$ cat config.mk
export PLATFORM = sky130hd
export DESIGN_NAME = iida_cell
export DESIGN_NICKNAME = d
export VERILOG_FILES = /design/src/rtl/core/iida_pkg.sv /design/src/rtl/core/iida_cell.sv
export SDC_FILE = /design/constraint.sdc
export NUM_CORES = 1
export LEC_CHECK = 0
export BUFFER_PORTS_ARGS = -buffer_cell sky130_fd_sc_hd__buf_2
export CAP_MARGIN = 20
export CORE_ASPECT_RATIO = 0.5
export CORE_MARGIN = 4
export CORE_UTILIZATION = 44
export CTS_BUF_LIST = sky130_fd_sc_hd__clkbuf_8
export CTS_CLUSTER_SIZE = 12
export DETAILED_ROUTE_END_ITERATION = 8
export GPL_TIMING_DRIVEN = 0
export PLACE_DENSITY = 0.79
export SYNTH_ARGS = -nofsm -noshare
export SYNTH_HDL_FRONTEND = slang
export SYNTH_SLANG_ARGS = --single-unit
$ cat constraint.sdc
create_clock -name clock -period 3.8 [get_ports clock]
set_input_delay 0.76 -clock clock [delete_from_list [all_inputs] [get_ports clock]]
set_output_delay 0.76 -clock clock [all_outputs]
set_load 0.02 [all_outputs]
$ cat src/rtl/core/iida_pkg.sv
// Shared types and constants for the indexed insert/delete array.
// Used by the channel interfaces, the storage cells, the match encoder and the top level.
package iida_pkg;

   // list capacity and derived widths
   localparam int CAPACITY  = 64;
   localparam int IDX_W     = $clog2(CAPACITY);
   localparam int CNT_W     = $clog2(CAPACITY + 1);

   // fixed field widths of the request and response
   localparam int OPC_W     = 3;
   localparam int POS_W     = 7;
   localparam int DATA_W    = 32;
   localparam int STATUS_W  = 2;
   localparam int MIDX_W    = 6;
   localparam int CNT_OUT_W = 7;

   // width used when comparing the request position against the count
   localparam int CMP_W     = (POS_W > CNT_W) ? POS_W : CNT_W;

   // match encoder grouping
   localparam int GRP_SIZE  = 8;
   localparam int GRP_W     = $clog2(GRP_SIZE);
   localparam int NGRP      = (CAPACITY + GRP_SIZE - 1) / GRP_SIZE;
   localparam int PAD_W     = NGRP * GRP_SIZE;

   typedef enum logic [OPC_W-1:0] {
      OP_APPEND    = 3'd0,
      OP_PREPEND   = 3'd1,
      OP_INSERT_AT = 3'd2,
      OP_REM_FIRST = 3'd3,
      OP_REM_AT    = 3'd4,
      OP_REM_LAST  = 3'd5,
      OP_FIND      = 3'd6,
      OP_CLEAR     = 3'd7
   } op_type;

   typedef enum logic [STATUS_W-1:0] {
      ST_OK    = 2'd0,
      ST_RANGE = 2'd1,
      ST_FULL  = 2'd2
   } status_type;

   // what every cell does in a cycle
   typedef enum logic [1:0] {
      ACT_NONE,
      ACT_INS,
      ACT_DEL
   } action_type;

   typedef enum logic [1:0] {
      FSM_IDLE,
      FSM_CMP,
      FSM_SEL
   } fsm_type;

   // broadcast from the top level to every cell
   typedef struct packed {
      action_type               action;
      logic [CNT_W-1:0]         pos;
      logic signed [DATA_W-1:0] value;
      logic [CNT_W-1:0]         count;
      logic                     cmp_en;
   } cell_cmd_type;

   // first-match result from the encoder
   typedef struct packed {
      logic             found;
      logic [IDX_W-1:0] index;
   } find_result_type;

endpackage

$ cat src/rtl/core/iida_cell.sv
// One storage cell of the list: holds one entry and its last compare result.
// Depends on iida_pkg; neighbours are wired by the top level.
module iida_cell import iida_pkg::*; (
   input  logic                     clock,
   input  cell_cmd_type             cmd,
   input  logic [IDX_W-1:0]         my_index,
   input  logic signed [DATA_W-1:0] left_entry,
   input  logic signed [DATA_W-1:0] right_entry,
   output logic signed [DATA_W-1:0] entry,
   output logic                     match
);

   logic signed [DATA_W-1:0] entry_ff;
   logic signed [DATA_W-1:0] entry_in;
   logic                     match_ff;
   logic                     match_in;
   logic [CNT_W-1:0]         idx_w;

   assign idx_w = CNT_W'(my_index);

   // shift right on insert, shift left on removal
   always_comb begin
      entry_in = entry_ff;
      unique case (cmd.action)
         ACT_INS: begin
            if (idx_w > cmd.pos) begin
               entry_in = left_entry;
            end else if (idx_w == cmd.pos) begin
               entry_in = cmd.value;
            end
         end
         ACT_DEL: begin
            if (idx_w >= cmd.pos) begin
               entry_in = right_entry;
            end
         end
         default: begin
            entry_in = entry_ff;
         end
      endcase
   end

   // compare against the search value, only for held entries
   always_comb begin
      match_in = match_ff;
      if (cmd.cmp_en) begin
         match_in = (entry_ff == cmd.value) && (idx_w < cmd.count);
      end
   end

   always_ff @(posedge clock) begin
      entry_ff <= entry_in;
      match_ff <= match_in;
   end

   assign entry = entry_ff;
   assign match = match_ff;

endmodule

==> reports/qor.yml <==
status:
  outcome: "completed"
power:
  seqPwrFrac_pct: 43.7
  powerDensity_nw_per_um2: 360
  p_int_w: 0.000786
  clockPowerShare_pct: 21.7
  totalPowerFinal_w: 0.00118
  p_comb_share_pct: 34.6
  switchingPower_w: 0.000391
  worst_ir_drop_vdd_v: 0.000152
  swShare_pct: 33.2
  power_leakage_nw: 1.51
cts:
  cts_sinks: 33
  cts_root_buf: "clkbuf_8"
  clock_latency_ps: 280
  numCtsBuffers: 5
  cts_tree: "built"
  htreeDepth: 2
  post_cts_buffers: 0
  ctsLongestPathBuffers: 2
  post_cts_resized: 0
  ctsHoldBuffers: 0
  clk_pin_slew_worst_paths_ps: 70
timing:
  rsz0062_at_grt: "false"
  finalHoldViolCount: 0
  fin_crit_ps: 2470
  final.period_utilization_pct: 64.9
  clock.fmax_mhz: 405
  setup_tns_ps: 0
  hold_slack_ps: 678
  worst_pin_slew_ps: 907
  fin_ws_ps: 1330
  fin_skew_ps: 5.73
  drv_slew: 0
  relSlewSlack_pct: 39.4
  finalSetupViolCount: 0
cells_and_area:
  nets: 490
  diodes: 0
  drive_above_1_share_pct: 46.9
  syn2layout_area_growth_pct: 40.1
yosys:
  muxShareOfSynthArea_pct: 0
  synthSimpleGateAreaFrac_pct: 14.7
  synth.net_count: 331
  synth_top_family_by_area: "compound AO/OA/AOI/OAI gates"
  synthXorXnorAreaFrac_pct: 12.0
  synth_compound_area_share_pct: 18.0
  synth_warnings: 0
  synth_cell_types: 22
  synth_fa_ha_area_share_pct: 6.96
  yosysSeqAreaShare_pct: 42.4
  synth.avg_cell_area_um2: 11.8
  synth_seq_cells: 33
  syn_inst: 198
  synth.cell_area_um2: 2340
placed_design:
  io_buffers: 152
  hpwl_um: 5600
  gp_congestion: 0.800
  dp_slack_ps: 1000
drt:
  route.detailed.drc: 0
  vias: 2194
  dr.pass1.iters: 4
  wl_um: 6860
  initialDrtViolationCount: 78
  avgRoutedWirePerCell_um: 16.0
  drtAntennaViolNets: 0
  post_drt_via_cell_ratio: 5.13
hold_path:
  hold_start: "cmd[0]"
  whs_path_depth: 1
  min_path_type: "in2reg"
  whs_endpoint: "match$_DFFE_PP_"
die:
  rows: 18
  io_pins: 153
  die_width_um: 111
  die-area_um2: 6610
  core_um2: 5020
  start_util_pct: 46.5
  dieHeight_um: 59.5
global_routing:
  grt_max_degree: 33
  antenna_found_initial: 0
  grt_pass1_vias: 2294
  grt_pass1_wl_um: 10400
  track_usage_pct: 19.8
  overflow: 0
critical_path:
  slowest_stage: "nor2_4"
  critPathKind: "in2reg"
  rr_worst_depth: 4
  worstPathCellList: "buf_2 > inv_1 > ha_1 > clkbuf_1 > nor2_1 > nor3_1 > nor2_4"
  cp.arrival_ps: 2370
  reg2reg_from: "entry[9]$_DFFE_PP_"
  r2r_setup_slack_ps: 2150
  cp-startpoint: "cmd[47]"
  critPathMaxStageDelay_ps: 700
  r2r_end: "match$_DFFE_PP_"
  critPathCaptureType: "flop"
  cp-start-kind: "primary input"
  crit_fanout: 32
  critPathRequiredTime_ps: 3710
job:
  maxCapViolCount: 0
[Yosys cell counts]
cell type	number	area share (%)
or2b_4	1	0.48
nor4_1	8	2.1
nand3b_1	1	0.32
nand4_1	2	0.54
nor2_1	3	0.48
or2_1	1	0.27
nand4b_1	2	0.75
a21o_1	2	0.64
nor3_1	3	0.64
o22ai_1	2	0.54
nand3_1	1	0.21
edfxtp_1	33	42
a31oi_1	1	0.27
a21oi_1	4	0.86
inv_1	13	2.1
ha_1	13	7.0
xor2_1	32	12
buf_6	7	3.4
clkbuf_1	3	0.48
a211oi_1	1	0.32
nand2b_1	33	8.8
o221a_1	32	15
[worst max path at each step]
| stage | end | slack, ps | cells after the start |
|---|---|---|---|
| 3_3_place_gp | entry[3]$_DFFE_PP_ | -260 | 7 |
| 2_1_floorplan | entry[0]$_DFFE_PP_ | 600 | 6 |
| 4_1_cts | entry[26]$_DFFE_PP_ | 1300 | 7 |
| 3_5_place_dp | entry[9]$_DFFE_PP_ | 1000 | 7 |
| 5_1_grt | entry[26]$_DFFE_PP_ | 1130 | 7 |
| 6_report | entry[21]$_DFFE_PP_ | 1330 | 7 |
[cell usage in the layout, fill, tap and decap left out]
cell	n
buf_2	152
nand2b_1	33
edfxtp_1	33
o221a_1	32
xor2_1	32
inv_1	14
ha_1	13
nor4_1	8
buf_6	7
clkbuf_8	5
a21oi_1	4
nor3_1	3
clkbuf_1	3
nor2_1	2
nand4b_1	2
o22ai_1	2
nand4_1	2
a21o_1	2
clkinv_2	2
a211oi_1	1
nand3b_1	1
nand3_1	1
or2_1	1
or2b_4	1
a31oi_1	1
nor2_4	1
[power by group through the flow]
stage,Sequential [W],Combinational (W),Clock (W)
after floorplan,0.000595,0.000167,0
after CTS,0.000515,0.000411,0.000261
final,0.000514,0.000408,0.000256
after global placement,0.000520,0.000399,0
after global routing,0.000522,0.000444,0.000270
after detailed placement,0.000522,0.000409,0
[kinds of logic after synthesis]
kind of cell	Yosys count
AND/OR/NAND/NOR	55
buffers and inverters	23
AO/OA/AOI/OAI	42
XOR/XNOR	32
flip-flops	33
adder cells (fa/ha/maj)	13
[sequential cells by signal (all words and copies together), names as in the netlist]
register	count
entry	32
match	1
[through the flow]
step,instances,cell area [um^2],util [%]
2_1_floorplan,198,2340,-
3_3_place_gp,420,3190,63.4
3_5_place_dp,420,3190,63.6
4_1_cts,428,3280,65.2
5_1_grt,428,3280,65.2
6_report,428,3280,65.2
[critical path: cells and delay by family]
kind          cells  cell delay (ps)
simple gates      3              930
buf+inv           3              390
fa+ha+maj         1              280
[layer usage]
metal  track usage [%]  part of all wire (%)  up-vias
li1                  -                     -     1073
met1              21.9                    39     1054
met2              39.3                    54       63
met3              4.38                   5.6        4
met4              5.89                  0.77        0
met5                 0                     0        -
[layout make-up]
class                   instances  area, um^2
clock inverters                 3        13.8
multi-input cells             142        1210
fillers                       419        1750
well taps                      70        87.6
clock buffers                   5        68.8
flip-flops and latches         33         991
plain buffers                  10        90.1
inverters                      13        48.8
repair buffers                152         761
Power figures use the tool's default switching activity.
